`src/hw/rtl/cctb_pkg.sv`:
```
// Shared types and constants for the charge-conserving ternary blocking block.
package cctb_pkg;

    localparam int MAX_COARSE_SITES_DEF = 64;
    localparam int CMD_DEPTH            = 2;
    localparam int RES_DEPTH            = 2;
    localparam int CNT_W                = 9;
    localparam int MAG_W                = 3;
    localparam logic [CNT_W-1:0] CNT_MAX = 9'd511;

    localparam logic [1:0] TERN_ZERO = 2'b00;
    localparam logic [1:0] TERN_POS  = 2'b01;
    localparam logic [1:0] TERN_NEG  = 2'b11;

    typedef enum logic [1:0] {
        CMD_ZERO = 2'd0,
        CMD_POS  = 2'd1,
        CMD_NEG  = 2'd2
    } cmd_op_t;

    typedef struct packed {
        cmd_op_t          op;
        logic [MAG_W-1:0] mag;
        logic             last;
    } cmd_t;

    typedef struct packed {
        logic [1:0]       coarse_state;
        logic             site_last;
        logic [CNT_W-1:0] unplaced_positive;
        logic [CNT_W-1:0] unplaced_negative;
        logic             conserved;
    } result_t;

endpackage

```
`src/hw/rtl/charge_conserving_ternary_blocking.sv`:
```
// Charge-conserving ternary blocking: top level.
//
// Input queue side: present child0..child7 and last_block and raise push;
// a transaction completes on a clock edge with push high and full low.
// Result queue side: while empty is low the oldest result is on
// coarse_state, site_last, unplaced_positive, unplaced_negative and
// conserved; a transaction completes on an edge with pop high.
// One result per input item, in order. An accepted item is registered in
// the command queue and then in the result queue before it reaches the
// outputs; the block sustains one item per cycle while the result queue
// has room. The spill memory keeps its head entry in a register and
// prefetches the next, so a zero-sum site emptying the head never stalls.
// A two-entry command queue sits between the classifier and the spill
// engine, and a two-entry result queue sits after it; when pop is held low
// the result queue fills, then the command queue, then full rises.
// Reset (rst_n low) empties both queues and clears the spill queue and the
// pending counters; no clearing pass is needed. A last_block item reports
// the unplaced units and clears the spill queue and the pending counters.
module charge_conserving_ternary_blocking #(
    parameter int MAX_COARSE_SITES = cctb_pkg::MAX_COARSE_SITES_DEF
) (
    input  logic              clk,
    input  logic              rst_n,
    input  logic              push,
    output logic              full,
    input  logic signed [1:0] child0,
    input  logic signed [1:0] child1,
    input  logic signed [1:0] child2,
    input  logic signed [1:0] child3,
    input  logic signed [1:0] child4,
    input  logic signed [1:0] child5,
    input  logic signed [1:0] child6,
    input  logic signed [1:0] child7,
    input  logic              last_block,
    output logic              empty,
    input  logic              pop,
    output logic signed [1:0] coarse_state,
    output logic              site_last,
    output logic [8:0]        unplaced_positive,
    output logic [8:0]        unplaced_negative,
    output logic              conserved
);
    import cctb_pkg::*;

    cmd_t    front_cmd;
    cmd_t    back_cmd;
    logic    cmd_empty;
    logic    cmd_pop;
    logic    res_full;
    logic    res_push;
    result_t back_res;
    result_t out_res;

    cctb_front u_front (
        .child0     (child0),
        .child1     (child1),
        .child2     (child2),
        .child3     (child3),
        .child4     (child4),
        .child5     (child5),
        .child6     (child6),
        .child7     (child7),
        .last_block (last_block),
        .cmd        (front_cmd)
    );

    cctb_fifo #(
        .W     ($bits(cmd_t)),
        .DEPTH (CMD_DEPTH)
    ) u_cmd_q (
        .clk   (clk),
        .rst_n (rst_n),
        .push  (push),
        .wdata (front_cmd),
        .full  (full),
        .pop   (cmd_pop),
        .rdata (back_cmd),
        .empty (cmd_empty)
    );

    cctb_back #(
        .MAX_COARSE_SITES (MAX_COARSE_SITES)
    ) u_back (
        .clk       (clk),
        .rst_n     (rst_n),
        .cmd       (back_cmd),
        .cmd_empty (cmd_empty),
        .cmd_pop   (cmd_pop),
        .res_full  (res_full),
        .res_push  (res_push),
        .res       (back_res)
    );

    cctb_fifo #(
        .W     ($bits(result_t)),
        .DEPTH (RES_DEPTH)
    ) u_res_q (
        .clk   (clk),
        .rst_n (rst_n),
        .push  (res_push),
        .wdata (back_res),
        .full  (res_full),
        .pop   (pop),
        .rdata (out_res),
        .empty (empty)
    );

    assign coarse_state      = out_res.coarse_state;
    assign site_last         = out_res.site_last;
    assign unplaced_positive = out_res.unplaced_positive;
    assign unplaced_negative = out_res.unplaced_negative;
    assign conserved         = out_res.conserved;

endmodule

```
`src/hw/rtl/cctb_fifo.sv`:
```
// Small first-word-fall-through queue of packed words.
module cctb_fifo #(
    parameter int W     = 8,
    parameter int DEPTH = 2
) (
    input  logic         clk,
    input  logic         rst_n,
    input  logic         push,
    input  logic [W-1:0] wdata,
    output logic         full,
    input  logic         pop,
    output logic [W-1:0] rdata,
    output logic         empty
);
    localparam int PW = (DEPTH > 1) ? $clog2(DEPTH) : 1;
    localparam int CW = $clog2(DEPTH + 1);

    logic [W-1:0]  store_reg [DEPTH];
    logic [PW-1:0] wr_ptr_reg;
    logic [PW-1:0] rd_ptr_reg;
    logic [CW-1:0] count_reg;
    logic          do_push;
    logic          do_pop;

    assign full    = (count_reg == CW'(DEPTH));
    assign empty   = (count_reg == '0);
    assign do_push = push && !full;
    assign do_pop  = pop && !empty;
    assign rdata   = store_reg[rd_ptr_reg];

    always_ff @(posedge clk)
    begin
        if (do_push)
        begin
            store_reg[wr_ptr_reg] <= wdata;
        end
    end

    always_ff @(posedge clk or negedge rst_n)
    begin
        if (!rst_n)
        begin
            wr_ptr_reg <= '0;
            rd_ptr_reg <= '0;
            count_reg  <= '0;
        end
        else
        begin
            if (do_push)
            begin
                wr_ptr_reg <= (wr_ptr_reg == PW'(DEPTH - 1)) ? '0 : wr_ptr_reg + 1'b1;
            end
            if (do_pop)
            begin
                rd_ptr_reg <= (rd_ptr_reg == PW'(DEPTH - 1)) ? '0 : rd_ptr_reg + 1'b1;
            end
            if (do_push && !do_pop)
            begin
                count_reg <= count_reg + 1'b1;
            end
            else if (do_pop && !do_push)
            begin
                count_reg <= count_reg - 1'b1;
            end
        end
    end

endmodule

```
`src/hw/rtl/cctb_front.sv`:
```
// Front end: sums the eight children of a block and classifies the net charge.
module cctb_front (
    input  logic signed [1:0] child0,
    input  logic signed [1:0] child1,
    input  logic signed [1:0] child2,
    input  logic signed [1:0] child3,
    input  logic signed [1:0] child4,
    input  logic signed [1:0] child5,
    input  logic signed [1:0] child6,
    input  logic signed [1:0] child7,
    input  logic              last_block,
    output cctb_pkg::cmd_t    cmd
);
    import cctb_pkg::*;

    logic [1:0]        raw [8];
    logic signed [4:0] sum;
    logic [4:0]        abs_sum;

    assign raw[0] = child0;
    assign raw[1] = child1;
    assign raw[2] = child2;
    assign raw[3] = child3;
    assign raw[4] = child4;
    assign raw[5] = child5;
    assign raw[6] = child6;
    assign raw[7] = child7;

    always_comb
    begin
        sum = '0;
        for (int i = 0; i < 8; i++)
        begin
            unique case (raw[i])
                2'b00:   sum = sum;
                2'b01:   sum = sum + 5'sd1;
                default: sum = sum - 5'sd1;
            endcase
        end
        abs_sum  = sum[4] ? 5'(-sum) : 5'(sum);
        cmd.last = last_block;
        if (sum == '0)
        begin
            cmd.op  = CMD_ZERO;
            cmd.mag = '0;
        end
        else
        begin
            cmd.op  = sum[4] ? CMD_NEG : CMD_POS;
            cmd.mag = MAG_W'(abs_sum - 5'd1);
        end
    end

endmodule

```
`src/hw/rtl/cctb_back.sv`:
```
// Back end: spill queue, pending counters and resolution of each coarse site.
module cctb_back #(
    parameter int MAX_COARSE_SITES = cctb_pkg::MAX_COARSE_SITES_DEF
) (
    input  logic              clk,
    input  logic              rst_n,
    input  cctb_pkg::cmd_t    cmd,
    input  logic              cmd_empty,
    output logic              cmd_pop,
    input  logic              res_full,
    output logic              res_push,
    output cctb_pkg::result_t res
);
    import cctb_pkg::*;

    localparam int PW  = (MAX_COARSE_SITES > 1) ? $clog2(MAX_COARSE_SITES) : 1;
    localparam int MCW = $clog2(MAX_COARSE_SITES + 1);
    localparam int EW  = MAG_W + 1;

    logic [EW-1:0]    mem [MAX_COARSE_SITES];
    logic [EW-1:0]    mem_rdata_reg;
    logic [EW-1:0]    byp_data_reg;
    logic             byp_hit_reg;
    logic [EW-1:0]    head_entry;

    logic             hv_reg, hv_next;
    logic             h_neg_reg, h_neg_next;
    logic [MAG_W-1:0] h_mag_reg, h_mag_next;
    logic [PW-1:0]    rd_ptr_reg, rd_ptr_next;
    logic [PW-1:0]    wr_ptr_reg, wr_ptr_next;
    logic [MCW-1:0]   mcount_reg, mcount_next;
    logic [CNT_W-1:0] pos_reg, pos_next;
    logic [CNT_W-1:0] neg_reg, neg_next;

    logic             go;
    logic             spill;
    logic             take;
    logic             is_neg;
    logic             mem_we;
    logic [EW-1:0]    mem_wdata;
    logic [CNT_W:0]   pos_sum;
    logic [CNT_W:0]   neg_sum;

    assign go         = !cmd_empty && !res_full;
    assign cmd_pop    = go;
    assign res_push   = go;
    assign head_entry = byp_hit_reg ? byp_data_reg : mem_rdata_reg;
    assign is_neg     = (cmd.op == CMD_NEG);
    assign spill      = (cmd.op != CMD_ZERO) && (cmd.mag != '0);
    assign take       = (cmd.op == CMD_ZERO) && hv_reg;
    assign pos_sum    = {1'b0, pos_reg} + (CNT_W + 1)'(cmd.mag);
    assign neg_sum    = {1'b0, neg_reg} + (CNT_W + 1)'(cmd.mag);
    assign mem_wdata  = {is_neg, cmd.mag};

    always_comb
    begin
        hv_next     = hv_reg;
        h_neg_next  = h_neg_reg;
        h_mag_next  = h_mag_reg;
        rd_ptr_next = rd_ptr_reg;
        wr_ptr_next = wr_ptr_reg;
        mcount_next = mcount_reg;
        pos_next    = pos_reg;
        neg_next    = neg_reg;
        mem_we      = 1'b0;

        unique case (cmd.op)
            CMD_POS:  res.coarse_state = TERN_POS;
            CMD_NEG:  res.coarse_state = TERN_NEG;
            default:  res.coarse_state = hv_reg ? (h_neg_reg ? TERN_NEG : TERN_POS) : TERN_ZERO;
        endcase

        if (go && spill)
        begin
            if (is_neg)
            begin
                neg_next = neg_sum[CNT_W] ? CNT_MAX : neg_sum[CNT_W-1:0];
            end
            else
            begin
                pos_next = pos_sum[CNT_W] ? CNT_MAX : pos_sum[CNT_W-1:0];
            end
            if (!hv_reg)
            begin
                hv_next    = 1'b1;
                h_neg_next = is_neg;
                h_mag_next = cmd.mag;
            end
            else if (mcount_reg < MCW'(MAX_COARSE_SITES - 1))
            begin
                mem_we      = 1'b1;
                wr_ptr_next = (wr_ptr_reg == PW'(MAX_COARSE_SITES - 1)) ? '0 : wr_ptr_reg + 1'b1;
                mcount_next = mcount_reg + 1'b1;
            end
        end
        else if (go && take)
        begin
            if (h_neg_reg)
            begin
                if (neg_reg != '0)
                begin
                    neg_next = neg_reg - 1'b1;
                end
            end
            else if (pos_reg != '0)
            begin
                pos_next = pos_reg - 1'b1;
            end
            if (h_mag_reg == MAG_W'(1))
            begin
                if (mcount_reg != '0)
                begin
                    h_neg_next  = head_entry[EW-1];
                    h_mag_next  = head_entry[MAG_W-1:0];
                    rd_ptr_next = (rd_ptr_reg == PW'(MAX_COARSE_SITES - 1)) ? '0 : rd_ptr_reg + 1'b1;
                    mcount_next = mcount_reg - 1'b1;
                end
                else
                begin
                    hv_next = 1'b0;
                end
            end
            else
            begin
                h_mag_next = h_mag_reg - 1'b1;
            end
        end

        res.site_last = cmd.last;
        if (cmd.last)
        begin
            res.unplaced_positive = pos_next;
            res.unplaced_negative = neg_next;
            res.conserved         = (pos_next == '0) && (neg_next == '0);
            if (go)
            begin
                hv_next     = 1'b0;
                rd_ptr_next = '0;
                wr_ptr_next = '0;
                mcount_next = '0;
                pos_next    = '0;
                neg_next    = '0;
            end
        end
        else
        begin
            res.unplaced_positive = '0;
            res.unplaced_negative = '0;
            res.conserved         = 1'b0;
        end
    end

    always_ff @(posedge clk)
    begin
        if (mem_we)
        begin
            mem[wr_ptr_reg] <= mem_wdata;
        end
        mem_rdata_reg <= mem[rd_ptr_next];
        byp_data_reg  <= mem_wdata;
        h_neg_reg     <= h_neg_next;
        h_mag_reg     <= h_mag_next;
    end

    always_ff @(posedge clk or negedge rst_n)
    begin
        if (!rst_n)
        begin
            byp_hit_reg <= 1'b0;
            hv_reg      <= 1'b0;
            rd_ptr_reg  <= '0;
            wr_ptr_reg  <= '0;
            mcount_reg  <= '0;
            pos_reg     <= '0;
            neg_reg     <= '0;
        end
        else
        begin
            byp_hit_reg <= mem_we && (wr_ptr_reg == rd_ptr_next);
            hv_reg      <= hv_next;
            rd_ptr_reg  <= rd_ptr_next;
            wr_ptr_reg  <= wr_ptr_next;
            mcount_reg  <= mcount_next;
            pos_reg     <= pos_next;
            neg_reg     <= neg_next;
        end
    end

endmodule

```
`config.mk`:
```
export PLATFORM = sky130hd
export DESIGN_NAME = charge_conserving_ternary_blocking
export DESIGN_NICKNAME = d
export VERILOG_FILES = /design/src/hw/rtl/cctb_pkg.sv /design/src/hw/rtl/charge_conserving_ternary_blocking.sv /design/src/hw/rtl/cctb_fifo.sv /design/src/hw/rtl/cctb_front.sv /design/src/hw/rtl/cctb_back.sv
export SDC_FILE = /design/constraint.sdc
export NUM_CORES = 1
export LEC_CHECK = 0
export BUFFER_PORTS_ARGS = -buffer_cell sky130_fd_sc_hd__buf_2
export CAP_MARGIN = 20
export CORE_ASPECT_RATIO = 1.2
export CORE_MARGIN = 1
export CORE_UTILIZATION = 60
export DETAILED_ROUTE_END_ITERATION = 12
export PLACE_DENSITY = 0.74
export SLEW_MARGIN = 20
export SYNTH_ARGS = -nofsm -noshare
export SYNTH_HDL_FRONTEND = slang
export SYNTH_HIERARCHICAL = 1
export SYNTH_SLANG_ARGS = --single-unit
```
`constraint.sdc`:
```
create_clock -name clk -period 12.85 [get_ports clk]
set_clock_uncertainty 0.1 [all_clocks]
set_input_delay 3.855 -clock clk [delete_from_list [all_inputs] [get_ports clk]]
set_output_delay 3.855 -clock clk [all_outputs]
set_load 0.01 [all_outputs]
```
==> flow_summary.ini, run 1 <==
[critical_path]
worstSetupPathType = primary input to register
rr_endpoint = u_back/mem_rdata_reg[0]
r2r_cells = 12
crit_path_max_incr_delay_ns = 0.47
crit_arrival_ns = 11.61
critPathMaxFanout = 7
crit_family = adder cells
path_buf_inv = 2
start_kind = primary input
endpoint_kind = register
crit_slowest_cell = xnor2_1
crit_top_cell = ha_1
required_ns = 12.99
timing.rr.start = u_cmd_q/rd_ptr_reg
r2r_setup_slack_ns = 6.97

[cts]
cts_tree = done
cts.reportedPaths.clkPinSlew_ns = 0.06
cts_hold_repair.buffers = 0
post_cts_buffers = 0
cts_max_level = 2
root_buffer = clkbuf_16
clk_latency_ns = 0.53
cts-resized-gates = 0
clock_path_buffers = 3
cts_sinks = 371
cts-buffers-inserted = 36

[timing]
setup_tns_ns = 0
finalCriticalPeriod_ns = 11.47
grt_setup_unrepaired = false
tightest_slew_ns = 1.06
final_hold_viol_count = 0
finalCritPeriodShare = 0.893
setup_viol = 0
final_max_slew_viol_count = 0
fmax_mhz = 87.1
slew_headroom = 0.296

[die]
die_y_um = 192
initial_core_util = 0.609
rows = 69
core-area_um2 = 29600
ios = 45
die_x_um = 160
die_area_um2 = 30800

[logic_synthesis]
synth_edf_count = 316
synth_area_leaders = edfxtp_1 (53%), dfrtp_1 (6.5%), nand2_1 (3.8%), mux2i_1 (3.8%), nor2_1 (3.2%)
synth-main-ff-cell = edfxtp_1
yosys_warnings = 6
synth_top_area_frac = 0.526
syn_inst = 1493
synth_compound_area_frac = 0.103
yosysTopAreaCell = edfxtp_1
synthAdderAreaFrac = 0.0356
synth_seq_area_share = 0.600
muxShareOfSynthArea = 0.0623
yosysUniqueCellTypes = 101
synth-simple-area-share = 0.141
syn_nets = 1560
synth_seq_cells = 371
synth_xor_area_frac = 0.0245
syn-mean-instance-area_um2 = 12.1
async_flop_share = 0.127
synth_top_family_by_area = simple AND/OR/NAND/NOR gates
synth_area_um2 = 18000

[global_route]
grt_pass1_wl_um = 61400
grt_pass1_vias = 11600
overflow = 0
antenna_found_initial = 0
grt_usage = 0.258
grt_max_degree = 83

[worst_hold_path]
whs_endpoint = u_cmd_q/wr_ptr_reg
whs_path_depth = 1
hp-class = register to register
hp-start = u_cmd_q/wr_ptr_reg

[power_and_ir_drop]
ir_drop_uv = 177
power_frac_comb = 0.357
powerDensity_nw_per_um2 = 230
pwr-share-clk = 0.234
swShare = 0.348
p_switching_mw = 1.57
leakage_nw = 7.04
pwr-share-seq = 0.408
internal_power_mw = 2.95

[run]
timing.max_cap.violations = 0

[placement]
place_congestion = 0.885
dp.final_hpwl_um = 24900
portBuffers = 44

[drt]
dr.pass1.iters = 6
num_vias = 12000
wl_per_cell_um = 20.3
drc = 0
postRouteAntennaNets = 0
wl_um = 39200
vias_per_cell = 6.21
dr.first_iter.drc_count = 1066

[final_layout]
fillers = 2136
area_delta_synth_final_pct = 8.89
fin_util = 0.663
nets = 1578
largest_register_ffs = 256
insertedDiodeCount = 0
drive_gt1_frac = 0.124

[outcome]
status = finished clean
[area by class of cell]
| type | instances | area [um2] | share of cell area |
|---|---|---|---|
| flip-flops and latches | 371 | 10800 | 0.551 |
| clock buffers | 44 | 982 | 0.0500 |
| inverters | 52 | 198 | 0.0101 |
| well taps | 390 | 488 | 0.0248 |
| multi-input cells | 995 | 6640 | 0.338 |
| clock inverters | 21 | 210 | 0.0107 |
| repair buffers | 55 | 303 | 0.0154 |
[metal layers]
layer / wire length [um] / track usage
met1: 15800 / 0.323
met2: 19600 / 0.451
met4: 1340 / 0.104
met5: 0 / 0
met3: 2510 / 0.0374
[how the worst max path moves through the flow]
| stage | start | to | slack, ns | cells after the start |
|---|---|---|---|---|
| global placement | child1[1] | u_cmd_q/store_reg[0][3] | 1.18 | 37 |
| CTS | child1[1] | u_cmd_q/store_reg[0][3] | 1.37 | 37 |
| detailed placement | child1[1] | u_cmd_q/store_reg[1][3] | 0.87 | 37 |
| global route | child1[1] | u_cmd_q/store_reg[0][3] | 0.85 | 38 |
| floorplan | child1[1] | u_cmd_q/store_reg[0][3] | 1.64 | 36 |
| finish | child1[1] | u_cmd_q/store_reg[0][3] | 1.38 | 37 |
[cells by family after synthesis]
group / count (synthesis)
flops: 371
fa+ha+maj: 46
compound gates: 255
mux: 105
xor+xnor: 44
simple gates: 545
buf+inv: 127
[Yosys cell counts (23+ instances only)]
library cell	n
a21oi_1	51
clkbuf_1	32
dfrtp_1	47
edfxtp_1	316
ha_1	37
inv_1	46
mux2_2	30
mux2i_1	68
nand2_1	184
nand3_1	71
nor2_1	153
o21ai_0	27
xnor2_1	23
[power groups by stage]
stage / Sequential [mW] / Clock [mW] / Combinational (mW)
6_report: 1.85 / 1.06 / 1.62
5_1_grt: 1.86 / 1.12 / 1.78
4_1_cts: 1.85 / 1.08 / 1.62
3_5_place_dp: 1.87 / 0 / 1.60
3_3_place_gp: 1.86 / 0 / 1.56
2_1_floorplan: 1.82 / 0 / 1.19
[metrics by stage]
step	instance area (um2)	power [mW]	hold WS (ns)	setup slack (ns)	cells
2_1_floorplan	18000	3.02	0.359	1.64	1493
3_3_place_gp	18400	3.42	0.374	1.18	1863
3_5_place_dp	18400	3.47	0.380	0.869	1863
4_1_cts	19600	4.54	0.392	1.37	1928
5_1_grt	19600	4.76	0.416	0.848	1928
6_report	19600	4.52	0.389	1.38	1928
[cells in the final DEF, fill, tap and decap left out, drive strengths merged, types with 7 or more instances in the layout]
master	instances
dfxtp	8
clkinv	14
inv	53
o22ai	13
o21ai	34
a22o	12
nor2b	13
nand3	71
or3	10
dfrtp	47
o21a	13
mux2i	68
clkbuf	44
a211oi	19
ha	37
xor2	17
nand2b	15
nor3	23
a31oi	16
nand2	186
nor2	158
a21oi	52
xnor2	26
a21o	13
buf	55
a32o	7
a311oi	13
edfxtp	316
and3	11
nand4	13
mux2	35
and2	18
fa	9
(Power assumes the default switching activity.)
==> inputs of run 2 (changes only) <==
--- a/config.mk
+++ b/config.mk
@@ -11,9 +11,8 @@
 export CORE_MARGIN = 1
 export CORE_UTILIZATION = 60
 export DETAILED_ROUTE_END_ITERATION = 12
-export PLACE_DENSITY = 0.74
+export PLACE_DENSITY_LB_ADDON = 0.25
 export SLEW_MARGIN = 20
 export SYNTH_ARGS = -nofsm -noshare
 export SYNTH_HDL_FRONTEND = slang
-export SYNTH_HIERARCHICAL = 1
 export SYNTH_SLANG_ARGS = --single-unit
==> flow_summary.ini, run 2 <==
[critical_path]
start_kind = primary input
timing.rr.start = u_cmd_q.rd_ptr_reg
path_buf_inv = 4
endpoint_kind = register
r2r_setup_slack_ns = 7.34
crit_path_max_incr_delay_ns = 0.66
crit_arrival_ns = 12.34
worstSetupPathType = primary input to register
crit_end = u_cmd_q.store_reg[1][3]
required_ns = 13.11
r2r_cells = 14
crit_slowest_cell = or4b_2
rr_endpoint = u_back.mem_rdata_reg[3]
crit_cells = 43
crit_top_cell = ha_1
crit_family = simple AND/OR/NAND/NOR gates
critPathMaxFanout = 8
crit_start = child1[1]

[logic_synthesis]
synth_top_cells_by_count = edfxtp_1 (316), nand2_1 (201), nor2_1 (167), a21oi_1 (80), nand3_1 (65)
synth_top_area_frac = 0.518
yosysUniqueCellTypes = 98
synth_seq_cells = 371
synth_edf_count = 316
syn_nets = 1648
syn_inst = 1580
yosysMostFrequentCell = edfxtp_1
synth_seq_area_share = 0.591
yosysTopAreaCell = edfxtp_1
yosys_warnings = 0
synth-main-ff-cell = edfxtp_1
synth_area_um2 = 18300
async_flop_share = 0.127
syn-mean-instance-area_um2 = 11.6
synth_area_leaders = edfxtp_1 (52%), dfrtp_1 (6.4%), nand2_1 (4.1%), nor2_1 (3.4%), mux2i_1 (2.7%)

[global_route]
grt_pass1_vias = 12500
grt_pass1_wl_um = 66900
grt_usage = 0.272
overflow = 0
antenna_found_initial = 0
grt_max_degree = 83

[timing]
setup_tns_ns = 0
tightest_slew_ns = 1.02
slew_headroom = 0.323
grt_setup_unrepaired = false
finalCriticalPeriod_ns = 12.08
final_hold_viol_count = 0
finalCritPeriodShare = 0.940
final_max_slew_viol_count = 0
setup_viol = 0
fmax_mhz = 82.8

[die]
die_x_um = 162
ios = 45
core-area_um2 = 29800
die_area_um2 = 31200
initial_core_util = 0.615
rows = 69
die_y_um = 193

[drt]
postRouteAntennaNets = 0
num_vias = 12800
dr.first_iter.drc_count = 1350
vias_per_cell = 6.33
wl_um = 41600
drc = 0
wl_per_cell_um = 20.6
dr.pass1.iters = 5

[placement]
portBuffers = 44
dpl_cell_area_um2 = 18800
dp.final_hpwl_um = 26200
placed_cells = 1948
place_congestion = 0.893

[worst_hold_path]
hp-start = u_cmd_q.wr_ptr_reg
hp-class = register to register

[final_layout]
nets = 1666
area_delta_synth_final_pct = 9.29
regArea_um2 = 10800
final_cells = 2017
fin_util = 0.672
final_cell_mix = edfxtp_1 (316), nand2_1 (201), nor2_1 (166), a21oi_1 (80), nand3_1 (65)
drive_gt1_frac = 0.118
multi_input_area_um2 = 6930
fillers = 2208
largest_register_ffs = 256
stdcell_area_um2 = 20000
mostFrequentLayoutCell = edfxtp_1
insertedDiodeCount = 0

[cts]
cts-resized-gates = 0
root_buffer = clkbuf_16
cts_tree = done
clock_path_buffers = 3
cts.reportedPaths.clkPinSlew_ns = 0.07
clk_latency_ns = 0.53
post_cts_buffers = 0
cts_hold_repair.buffers = 0
cts_sinks = 371
cts_max_level = 2
cts-buffers-inserted = 37

[power_and_ir_drop]
p_total_mw = 4.71
powerDensity_nw_per_um2 = 235
leakage_nw = 7.23
ir_drop_uv = 365

[outcome]
status = finished clean

[run]
timing.max_cap.violations = 0
==> run 2: power breakdown <==
group	switching (mW)	total [mW]	internal, mW
registers	0.122	1.88	1.76
clock network	0.451	1.10	0.651
logic	1.13	1.73	0.601
==> run 2: per-layer routing <==
| layer | vias to the layer above | routed length [um] | track usage |
|---|---|---|---|
| met5 | - | 0 | 0 |
| met4 | 0 | 1600 | 0.113 |
| met3 | 115 | 2840 | 0.0386 |
| met2 | 528 | 20600 | 0.457 |
| met1 | 6218 | 16600 | 0.355 |
| li1 | 5898 | - | - |
==> run 2: worst min path at each step <==
stage                                    end  slack [ns]  cells past startpoint
final                     u_cmd_q.wr_ptr_reg        0.40                      1
after global routing      u_cmd_q.wr_ptr_reg        0.43                      1
after CTS                 u_cmd_q.wr_ptr_reg        0.40                      1
after detailed placement  u_cmd_q.wr_ptr_reg        0.39                      1
after global placement    u_cmd_q.wr_ptr_reg        0.38                      1
after floorplan           u_res_q.wr_ptr_reg        0.36                      1
==> run 2: through the flow <==
step	hold WS, ns	setup WS, ns
floorplan	0.360	1.28
global placement	0.377	0.766
detailed placement	0.387	0.400
CTS	0.400	0.857
global route	0.434	0.0256
finish	0.400	0.772
==> run 2: layout make-up <==
type,instances,area share
multi-input combinational,1075,0.346
inverter,54,0.0102
tap,390,0.0244
clock inverter,20,0.0107
sequential,371,0.541
clock buffer,48,0.0515
timing repair buffer,59,0.0166
==> run 2: worst reg2reg max path, cell delays in order (launching register included) <==
cell       delay (ns)
dfrtp_1          0.60
mux2i_1          0.38
ha_1             0.35
nand4b_2         0.20
nor3_4           0.50
nand2_2          0.22
a31oi_4          0.23
buf_4            0.60
inv_2            0.55
buf_4            0.40
a21oi_1          0.17
a32o_1           0.18
nor3_1           0.06
a2111oi_1        0.65
nor4_1           0.18
==> run 2: kinds of logic (layout without fill, tap and decap cells) <==
logic type               Yosys count  count (layout)  share of synthesized area
adder cells (fa/ha/maj)           47              47                     0.0358
AND/OR/NAND/NOR                  601             601                      0.156
AO/OA/AOI/OAI                    298             298                      0.112
buffers and inverters            134             181                     0.0322
flip-flops                       371             371                      0.591
XOR/XNOR                          43              43                     0.0222
multiplexers                      86              86                     0.0513
